File: src/hdl/sha_pkg.sv
package sha_pkg;

    typedef logic [31:0] t_word;

    typedef struct packed {
        logic [7:0] data;
        logic       present;
        logic       last;
    } t_cmd;

    typedef enum logic [2:0] {
        ST_IDLE,
        ST_PACK,
        ST_ROUND,
        ST_ADD,
        ST_EMIT
    } t_state;

    localparam int QueueDepth = 4;
    localparam int QueuePtrW  = 2;

    localparam t_word InitH [8] = '{
        32'h6a09e667, 32'hbb67ae85, 32'h3c6ef372, 32'ha54ff53a,
        32'h510e527f, 32'h9b05688c, 32'h1f83d9ab, 32'h5be0cd19
    };

    localparam t_word RoundK [64] = '{
        32'h428a2f98, 32'h71374491, 32'hb5c0fbcf, 32'he9b5dba5,
        32'h3956c25b, 32'h59f111f1, 32'h923f82a4, 32'hab1c5ed5,
        32'hd807aa98, 32'h12835b01, 32'h243185be, 32'h550c7dc3,
        32'h72be5d74, 32'h80deb1fe, 32'h9bdc06a7, 32'hc19bf174,
        32'he49b69c1, 32'hefbe4786, 32'h0fc19dc6, 32'h240ca1cc,
        32'h2de92c6f, 32'h4a7484aa, 32'h5cb0a9dc, 32'h76f988da,
        32'h983e5152, 32'ha831c66d, 32'hb00327c8, 32'hbf597fc7,
        32'hc6e00bf3, 32'hd5a79147, 32'h06ca6351, 32'h14292967,
        32'h27b70a85, 32'h2e1b2138, 32'h4d2c6dfc, 32'h53380d13,
        32'h650a7354, 32'h766a0abb, 32'h81c2c92e, 32'h92722c85,
        32'ha2bfe8a1, 32'ha81a664b, 32'hc24b8b70, 32'hc76c51a3,
        32'hd192e819, 32'hd6990624, 32'hf40e3585, 32'h106aa070,
        32'h19a4c116, 32'h1e376c08, 32'h2748774c, 32'h34b0bcb5,
        32'h391c0cb3, 32'h4ed8aa4a, 32'h5b9cca4f, 32'h682e6ff3,
        32'h748f82ee, 32'h78a5636f, 32'h84c87814, 32'h8cc70208,
        32'h90befffa, 32'ha4506ceb, 32'hbef9a3f7, 32'hc67178f2
    };

    function automatic t_word rotr(input t_word x, input int n);
        rotr = (x >> n) | (x << (32 - n));
    endfunction

endpackage

File: src/hdl/sha256_hash_engine.sv
// SHA-256 engine, one message byte per input word.
// Input channel: i_valid / o_stall with i_msg_byte, i_byte_present and
// i_end_of_message. A word with neither a byte nor an end is dropped.
// Output channel: o_valid / i_stall, eight digest words H0..H7 after each
// message end, o_word_index counting 0..7 and o_last_word on H7.
// A four-entry queue sits between the input and the hash core, so input
// keeps flowing while the core compresses.
// A byte that does not fill a block is written to the queue and taken from
// it by the core when the core is idle, so such bytes flow at one per cycle
// while the core stays idle. Each full block is packed from its sixteen
// words, run through the rounds (one round per cycle in a single round
// unit) and added. End of message adds one or two compressions, then H0..H7.
// While the receiver stalls the current digest word holds and the core
// waits; input backs up in the queue and then o_stall rises.
// Synchronous reset loads the standard initial hash and an empty message.
module sha256_hash_engine (
    input  logic        i_clk,
    input  logic        i_rst_n,
    input  logic        i_valid,
    output logic        o_stall,
    input  logic [7:0]  i_msg_byte,
    input  logic        i_byte_present,
    input  logic        i_end_of_message,
    output logic        o_valid,
    input  logic        i_stall,
    output logic [31:0] o_digest_word,
    output logic [2:0]  o_word_index,
    output logic        o_last_word
);
    import sha_pkg::*;

    t_cmd cmd;
    logic cmd_valid, cmd_pop;

    sha_front u_front (
        .i_clk, .i_rst_n, .i_valid, .o_stall, .i_msg_byte, .i_byte_present,
        .i_end_of_message, .o_cmd_valid(cmd_valid), .i_cmd_pop(cmd_pop), .o_cmd(cmd)
    );

    sha_core u_core (
        .i_clk, .i_rst_n, .i_cmd_valid(cmd_valid), .o_cmd_pop(cmd_pop), .i_cmd(cmd),
        .o_valid, .i_stall, .o_digest_word, .o_word_index, .o_last_word
    );
endmodule

File: src/hdl/sha_front.sv
module sha_front (
    input  logic          i_clk,
    input  logic          i_rst_n,
    input  logic          i_valid,
    output logic          o_stall,
    input  logic [7:0]    i_msg_byte,
    input  logic          i_byte_present,
    input  logic          i_end_of_message,
    output logic          o_cmd_valid,
    input  logic          i_cmd_pop,
    output sha_pkg::t_cmd o_cmd
);
    import sha_pkg::*;

    t_cmd                 r_q [QueueDepth];
    logic [QueuePtrW-1:0] r_wr, r_rd;
    logic [QueuePtrW:0]   r_cnt;
    logic                 push, pop;

    assign o_stall     = (r_cnt == (QueuePtrW+1)'(QueueDepth));
    // idle items (no byte, no end) are dropped here
    assign push        = i_valid && !o_stall && (i_byte_present || i_end_of_message);
    assign o_cmd_valid = (r_cnt != '0);
    assign pop         = o_cmd_valid && i_cmd_pop;
    assign o_cmd       = r_q[r_rd];

    always_ff @(posedge i_clk) begin
        if (push) begin
            r_q[r_wr] <= '{data: i_msg_byte, present: i_byte_present,
                           last: i_end_of_message};
        end
        if (!i_rst_n) begin
            r_wr  <= '0;
            r_rd  <= '0;
            r_cnt <= '0;
        end else begin
            if (push) r_wr <= r_wr + 1'b1;
            if (pop)  r_rd <= r_rd + 1'b1;
            r_cnt <= r_cnt + (QueuePtrW+1)'(push) - (QueuePtrW+1)'(pop);
        end
    end
endmodule

File: src/hdl/sha_core.sv
module sha_core (
    input  logic          i_clk,
    input  logic          i_rst_n,
    input  logic          i_cmd_valid,
    output logic          o_cmd_pop,
    input  sha_pkg::t_cmd i_cmd,
    output logic          o_valid,
    input  logic          i_stall,
    output logic [31:0]   o_digest_word,
    output logic [2:0]    o_word_index,
    output logic          o_last_word
);
    import sha_pkg::*;

    t_word       r_buf [16];
    t_word       r_w [16];
    t_word       r_h [8];
    t_word       r_v [8];
    logic [60:0] r_count;
    logic [5:0]  r_rnd;
    logic [3:0]  r_pk;
    logic [2:0]  r_idx;
    logic [1:0]  r_pad;   // 0 none, 1 pad then length block, 2 length block only
    logic        r_fin;
    t_state      r_st, n_st;

    logic [5:0]  pos;
    logic [5:0]  pos_next;
    logic        take;
    t_word       w_t, t1, t2, s1, s0, ch, mj, g0, g1, wpk, bw;
    logic [63:0] bits;
    logic [5:0]  b;
    logic [7:0]  pb [4];

    assign pos  = r_count[5:0];
    assign pos_next = pos + 6'(i_cmd.present);
    assign bits = {r_count, 3'b000};
    assign take = (r_st == ST_IDLE) && i_cmd_valid;
    assign o_cmd_pop = take;

    // packing: padding is applied on the fly from the fill position
    always_comb begin
        bw = r_buf[r_pk];
        for (int k = 0; k < 4; k++) begin
            b = {r_pk, 2'(k)};
            if (r_pad == 2'd0)
                pb[k] = bw[8*(3-k) +: 8];
            else if (r_pad == 2'd2 && b >= 6'd56)
                pb[k] = bits[8*(63-b) +: 8];
            else if (r_pad == 2'd2 && pos >= 6'd56)
                pb[k] = 8'h00;
            else if (b == pos)
                pb[k] = 8'h80;
            else if (b > pos)
                pb[k] = (r_pad == 2'd1 || b < 6'd56) ? 8'h00 : bits[8*(63-b) +: 8];
            else
                pb[k] = bw[8*(3-k) +: 8];
        end
        wpk = {pb[0], pb[1], pb[2], pb[3]};
    end

    always_comb begin
        g1  = rotr(r_w[14], 17) ^ rotr(r_w[14], 19) ^ (r_w[14] >> 10);
        g0  = rotr(r_w[1], 7) ^ rotr(r_w[1], 18) ^ (r_w[1] >> 3);
        w_t = (r_rnd < 6'd16) ? r_w[0] : g1 + r_w[9] + g0 + r_w[0];
        s1  = rotr(r_v[4], 6) ^ rotr(r_v[4], 11) ^ rotr(r_v[4], 25);
        ch  = (r_v[4] & r_v[5]) ^ (~r_v[4] & r_v[6]);
        s0  = rotr(r_v[0], 2) ^ rotr(r_v[0], 13) ^ rotr(r_v[0], 22);
        mj  = (r_v[0] & r_v[1]) ^ (r_v[0] & r_v[2]) ^ (r_v[1] & r_v[2]);
        t1  = r_v[7] + s1 + ch + RoundK[r_rnd] + w_t;
        t2  = s0 + mj;
    end

    always_comb begin
        n_st = r_st;
        case (r_st)
            ST_IDLE: begin
                if (take) begin
                    if (i_cmd.present && pos == 6'd63) n_st = ST_PACK;
                    else if (i_cmd.last)              n_st = ST_PACK;
                end
            end
            ST_PACK:  if (r_pk == 4'd15) n_st = ST_ROUND;
            ST_ROUND: if (r_rnd == 6'd63) n_st = ST_ADD;
            ST_ADD: begin
                if (r_fin && r_pad != 2'd2) n_st = ST_PACK;
                else if (r_fin)             n_st = ST_EMIT;
                else                        n_st = ST_IDLE;
            end
            ST_EMIT:  if (!i_stall && r_idx == 3'd7) n_st = ST_IDLE;
            default:  n_st = ST_IDLE;
        endcase
    end

    always_comb begin
        o_valid       = (r_st == ST_EMIT);
        o_digest_word = r_h[r_idx];
        o_word_index  = r_idx;
        o_last_word   = (r_idx == 3'd7);
    end

    always_ff @(posedge i_clk) begin
        if (take && i_cmd.present) r_buf[pos[5:2]][{~pos[1:0], 3'b000} +: 8] <= i_cmd.data;
        if (r_st == ST_PACK) begin
            for (int k = 0; k < 15; k++) r_w[k] <= r_w[k+1];
            r_w[15] <= wpk;
        end
        if (r_st == ST_ROUND) begin
            for (int k = 0; k < 15; k++) r_w[k] <= r_w[k+1];
            r_w[15] <= w_t;
            for (int k = 7; k > 0; k--) r_v[k] <= r_v[k-1];
            r_v[4] <= r_v[3] + t1;
            r_v[0] <= t1 + t2;
        end
        if (r_st == ST_PACK && r_pk == 4'd15) begin
            for (int k = 0; k < 8; k++) r_v[k] <= r_h[k];
        end
        if (!i_rst_n) begin
            r_st    <= ST_IDLE;
            r_count <= '0;
            r_rnd   <= '0;
            r_pk    <= '0;
            r_idx   <= '0;
            r_pad   <= '0;
            r_fin   <= 1'b0;
            for (int k = 0; k < 8; k++) r_h[k] <= InitH[k];
        end else begin
            r_st <= n_st;
            if (take) begin
                if (i_cmd.present) r_count <= r_count + 61'd1;
                r_fin <= i_cmd.last;
                // a full block after this byte is compressed plain first
                if (i_cmd.present && pos == 6'd63) r_pad <= 2'd0;
                else if (i_cmd.last)
                    r_pad <= (pos_next >= 6'd56) ? 2'd1 : 2'd2;
            end
            if (r_st == ST_PACK)  r_pk  <= r_pk + 4'd1;
            if (r_st == ST_ROUND) r_rnd <= r_rnd + 6'd1;
            if (r_st == ST_ADD) begin
                for (int k = 0; k < 8; k++) r_h[k] <= r_h[k] + r_v[k];
                if (r_fin) begin
                    if (r_pad == 2'd0) r_pad <= (pos >= 6'd56) ? 2'd1 : 2'd2;
                    else if (r_pad == 2'd1) r_pad <= 2'd2;
                end
            end
            if (r_st == ST_EMIT && !i_stall) begin
                r_idx <= r_idx + 3'd1;
                if (r_idx == 3'd7) begin
                    for (int k = 0; k < 8; k++) r_h[k] <= InitH[k];
                    r_count <= '0;
                    r_fin   <= 1'b0;
                    r_pad   <= '0;
                end
            end
        end
    end
endmodule
File: config.mk
export PLATFORM = sky130hd
export DESIGN_NAME = sha256_hash_engine
export DESIGN_NICKNAME = d
export VERILOG_FILES = /design/src/hdl/sha_pkg.sv /design/src/hdl/sha256_hash_engine.sv /design/src/hdl/sha_front.sv /design/src/hdl/sha_core.sv
export SDC_FILE = /design/constraint.sdc
export NUM_CORES = 2
export LEC_CHECK = 0
export BUFFER_PORTS_ARGS = -buffer_cell sky130_fd_sc_hd__buf_2
export CORE_UTILIZATION = 50
export CTS_BUF_LIST = sky130_fd_sc_hd__clkbuf_16
export DETAILED_ROUTE_END_ITERATION = 8
export HOLD_SLACK_MARGIN = 0.1
export PLACE_DENSITY = 0.65
export SETUP_SLACK_MARGIN = 0.3
export SYNTH_ARGS = -nofsm -noshare
export SYNTH_HDL_FRONTEND = slang
export SYNTH_HIERARCHICAL = 1
export SYNTH_SLANG_ARGS = --single-unit
File: constraint.sdc
create_clock -name i_clk -period 23.7 [get_ports i_clk]
set_input_delay 3.555 -clock i_clk [delete_from_list [all_inputs] [get_ports i_clk]]
set_output_delay 3.555 -clock i_clk [all_outputs]
set_load 0.01 [all_outputs]
* Word-level counts from Yosys, hierarchy flattened
Memories as Yosys holds them, arrays and structs flattened. A register that Yosys moved wholly into a read port is not among the register bits.
Index checks and enable logic that the tools add are counted.
** Storage, ports and cells
- Flip-flop bits (word level) :: 87
- Bits of input ports :: 14
- Memory bits (writable) :: 1576
- Output and inout port bits :: 38
- Memories kept :: 6
- Memory bits (read-only) :: 2048
- Word-level logic and storage cells :: 306
** Memory list
- (name not given) :: depth 64, width 32, read ports 1, clocked after Yosys merged registers in 0, wr ports 0, RTL line sha_core.sv:70 : t1 = r_v[7] + s1 + ch + RoundK[r_rnd] + w_t;
- u_core.r_buf :: depth 16, width 32, read ports 1, clocked after Yosys merged registers in 1, wr ports 1, RTL line sha_core.sv:15 : t_word r_buf [16];
- u_core.r_w :: depth 16, width 32, read ports 16, clocked after Yosys merged registers in 0, wr ports 16, RTL line sha_core.sv:16 : t_word r_w [16];
- u_core.r_h :: depth 8, width 32, read ports 9, clocked after Yosys merged registers in 1, wr ports 8, RTL line sha_core.sv:17 : t_word r_h [8];
- u_core.r_v :: depth 8, width 32, read ports 8, clocked after Yosys merged registers in 0, wr ports 8, RTL line sha_core.sv:18 : t_word r_v [8];
- u_front.r_q :: depth 4, width 10, read ports 1, clocked after Yosys merged registers in 1, wr ports 1, RTL line sha_front.sv:15 : t_cmd r_q [QueueDepth];
** Cells by class
- Bitwise operators :: 70
- Shifts and indexed selects :: 6
- Reductions and logical operators :: 26
- Equal/unequal tests :: 21
- Magnitude comparators :: 16
- Multiplexer cells :: 119
- Add/sub/neg operators :: 32
** Operators with widths (number)
- $mux 32 :: 45
- $add 32x32->32 :: 18
- $xor 32x32->32 :: 9
- $shiftx 64x33->8 :: 4
- $mux 61 :: 4
- $mux 8 :: 24
- $and 32x32->32 :: 5
- $add 61x1->61 const B :: 1
- $or 1x1->1 :: 41
- $ge 6x6->1 const B :: 6
- $not 32->32 :: 1
- $or 10x32->32 :: 1
- $or 13x32->32 :: 1
- $or 14x32->32 :: 1
- $or 15x32->32 :: 1
- $or 19x32->32 :: 1
- $or 21x32->32 :: 1
- $or 25x32->32 :: 1
- $or 26x32->32 :: 1
- $or 30x32->32 :: 1
- $or 7x32->32 :: 1
- $shift 8x7->32 const A :: 1
- $shiftx 8x7->32 :: 1
- $xor 32x22->32 :: 1
- other kinds (39) :: 119

* Logic depth before layout (Yosys ltp)
- Depth in word-level cells :: 12
- Depth in mapped cells :: 48
- Gate-level depth less buffers :: 48

* Modules after synthesis
Netlist, hierarchy kept.
** By module, submodules not included
- sha_core :: cells each 7565, times used 1, seq. area each 46584.7 µm², area an instance 89169.3 µm²
- sha_front :: cells each 100, times used 1, seq. area each 1381.3 µm², area an instance 1920.6 µm²

* Worst setup path after synthesis
Ideal clock, no wire load.
- Kind :: register to register
- Start :: reg u_core.r_st[1]
- End :: reg u_core.r_st[1]
- Clock period less this slack :: 13.282 ns
- Stages on the path, launching flop included :: 6
- Data required time :: 23.597 ns
- Data arrival time :: 13.180 ns
- Slack :: 10.418 ns
- Path buffers :: 2
- Library setup time :: 0.103 ns
- Path through :: dfxtp_1 -> buf_2 -> or3b_2 -> clkbuf_1 -> nand2_1 -> o221a_2
** On the way
- Elaborated cells between the ends (all ways) :: 13
- Those cells by class :: eq/ne: 9; mux: 1; reduce/logical: 3
** RTL lines
- start: declaration :: RTL line sha_core.sv:25 : t_state r_st, n_st;
- start signal: assignment :: RTL line sha_core.sv:128 : r_st <= n_st;
- $eq 3x3->1, or another cell as far along :: RTL line sha_core.sv:76 : case (r_st)
- $pmux 3 s5 * :: RTL line sha_core.sv:76
- via u_core.n_st[1] :: RTL line sha_core.sv:25
Mark *: on every way through the listed nets, which the timed path passes. The rest lies on a longest branch.
A chain may end at the register's enable or synchronous reset.

==> results.py <==
metrics = {
    "status": {
        "outcome": "finished clean",
    },
    "routing": {
        "vias_per_cell": 6.07,
        "top_layer_used": "met5",
        "dr_wl_met3_mm": 20.3,
        "wl_met1_mm": 112,
        "post_drt_wl_per_cell_um": 26.4,
        "drc": 0,
        "first_pass_iters": 6,
        "drt-initial-drc-count": 6959,
        "num_vias": 61700,
        "wirelength_mm": 268,
        "postRouteAntennaNets": 0,
        "wl_met2_mm": 124,
    },
    "sta": {
        "clock_skew_ns": 0.0875,
        "rsz0062_at_grt": "false",
        "worst_pin_slew_ns": 1.46,
        "fin_crit_ns": 11.68,
        "relSlewSlack": 0.0199,
        "hold_viol": 0,
        "finalSetupViolCount": 0,
        "min_period_over_period": 0.493,
        "max_freq_mhz": 85.6,
        "tns_ns": 0,
        "drv_slew": 0,
    },
    "synth": {
        "synth_edf_count": 1448,
        "avgSynthCellArea_um2": 11.9,
        "synth_area_leaders": "edfxtp_1 48%, mux4_2 5.9%, ha_1 5.9%",
        "netlist.area_leader.share": 0.477,
        "synthDistinctLibCells": 98,
        "ys_ff_latch": 1672,
        "synthCells": 7665,
        "async_flop_share": 0,
        "yosysMostFrequentCell": "edfxtp_1",
        "ys.flop_type": "edfxtp_1",
        "synth-seq-area-share": 0.527,
        "synth_common_cells": "1448 x edfxtp_1, 1091 x nand2_1, 489 x nor2_1, 471 x a21oi_1, 443 x xnor2_1",
        "synth_top_area_cell": "edfxtp_1",
        "yosys_warnings": 6,
        "synth_fp_nets": 8306,
        "synth_area_um2": 91100,
    },
    "clocking": {
        "htree_levels": 4,
        "clk_latency_ns": 0.87,
        "holdBufCountCts": 0,
        "cts_tree": "yes",
        "cts_setup_buffers": 0,
        "numCtsBuffers": 178,
        "root_buffer": "clkbuf_16",
        "clock-sinks": 1672,
        "cts_resized": 0,
        "path_clk_slew_ns": 0.06,
        "clock_path_buffers": 3,
    },
    "placed_design": {
        "gp_congestion": 0.970,
        "placed_cells": 9817,
        "dp_hpwl_mm": 196,
        "port_buffers": 51,
    },
    "grt": {
        "antenna_found_initial": 17,
        "grt_pass1_wl_mm": 392,
        "first_global_vias": 58900,
        "grt_max_degree": 184,
        "grt_use_total": 0.288,
        "grt-ovfl-total": 0,
    },
    "worst_hold_path": {
        "worstHoldEndpoint": "u_core/r_w[0][138]",
        "hold_depth": 0,
        "holdCritStartpoint": "u_core/r_w[0][170]",
        "worstHoldPathType": "reg -> reg",
    },
    "critical_path": {
        "end_kind": "flip-flop",
        "worstPathMaxFanout": 5,
        "timing.critical_path.mode_cell": "a21oi_1",
        "cp_slowest_cell": "or4b_2",
        "crit_arrival_ns": 12.39,
        "critPathBufInv": 5,
        "path_class": "reg -> reg",
        "cp_data_required_time_ns": 24.41,
        "cp-start-kind": "flip-flop",
        "r2r_end": "u_core/r_v[0][29]",
        "r2r_slack_ns": 12.02,
        "max_stage_delay_ns": 0.62,
        "r2r_cells": 46,
        "r2r-start": "u_core/r_w[0][40]",
        "path_delay_family": "adder cells",
    },
    "floorplanning": {
        "die_w_um": 429,
        "fp.coreArea_um2": 181000,
        "ios": 52,
        "die_y_um": 429,
        "dieArea_um2": 184000,
        "start_util": 0.503,
        "fp-row-count": 156,
    },
    "layout": {
        "final_core_util": 0.550,
        "nFillCells": 14900,
        "fin_cells": 10200,
        "nets": 8268,
        "drive_gt1_frac": 0.0973,
        "syn_to_final_growth_pct": 9.26,
    },
    "run": {
        "cap_violations": 0,
    },
}
-- cell type report --
type                            count  area, µm²  share of cell area
Clock inverter                    152       1360              0.0136
Inverter                          392       1480              0.0149
Clock buffer                      179       4480              0.0450
Multi-Input combinational cell   5264      40400               0.406
Antenna cell                        4       10.0            0.000101
Sequential cell                  1672      48000               0.482
Timing Repair Buffer              119        803             0.00807
Tap cell                         2370       2970              0.0298
-- cell usage in the layout, fill, tap and decap left out, types with 72 or more instances in the layout --
| master | n |
|---|---|
| nand3_1 | 97 |
| ha_1 | 429 |
| fa_1 | 198 |
| nand2_1 | 1089 |
| edfxtp_1 | 1448 |
| a21oi_1 | 471 |
| xor2_1 | 173 |
| mux4_2 | 240 |
| mux2_2 | 72 |
| xnor2_1 | 443 |
| o21ai_0 | 349 |
| clkbuf_16 | 179 |
| a21o_1 | 155 |
| nor2_1 | 484 |
| and2_1 | 78 |
| inv_1 | 423 |
| nor3_1 | 93 |
| dfxtp_1 | 214 |
-- state kept, by name, summed over array words and instances, names as in the netlist, 3 cells and up, named ones only --
name and cells:
u_front/r_q 40, u_core/r_rnd 6, u_core/r_h 256, u_core/r_st 3, u_core/r_buf 512, u_core/r_v 256
u_front/r_cnt 3, u_core/r_count 61, u_core/r_w 512, u_core/r_pk 4, u_core/o_word_index 3
-- through the flow --
step / instance area, µm² / setup slack (ns) / hold slack (ns)
after floorplan: 91100 / 10.42 / 0.400
after global placement: 93700 / 12.27 / 0.400
after detailed placement: 93700 / 12.19 / 0.405
after CTS: 99500 / 12.11 / 0.380
after global routing: 99500 / 11.36 / 0.408
final: 99500 / 12.02 / 0.380
-- worst max-delay path by stage --
stage,startpoint,endpoint,slack (ns),cells past startpoint
final,u_core/r_w[0][40],u_core/r_v[0][29],12.02,46
after detailed placement,u_core/r_w[0][52],u_core/r_v[0][29],12.19,41
after global placement,u_core/r_w[0][52],u_core/r_v[0][29],12.27,41
after CTS,u_core/r_w[1][213],u_core/r_v[0][29],12.11,41
after floorplan,u_core/r_st[1],u_core/r_st[1],10.42,5
after global routing,u_core/r_w[0][40],u_core/r_v[0][29],11.36,46
-- routing by layer --
metal / vias up / track usage
li1: 27700 / -
met1: 30800 / 0.401
met2: 2650 / 0.459
met3: 480 / 0.0402
met4: 4 / 0.112
met5: - / 0
-- logic make-up after synthesis --
logic type	count (synthesis)	share of synthesized area
compound gates	1471	0.101
xor+xnor	617	0.0595
fa+ha+maj	656	0.106
buf+inv	729	0.0302
flops	1672	0.527
mux	358	0.0733
simple gates	2162	0.104
Power is left out: the tool's default activity adds up to more than one toggle a clock period on the data nets, which glitch-free logic cannot reach.
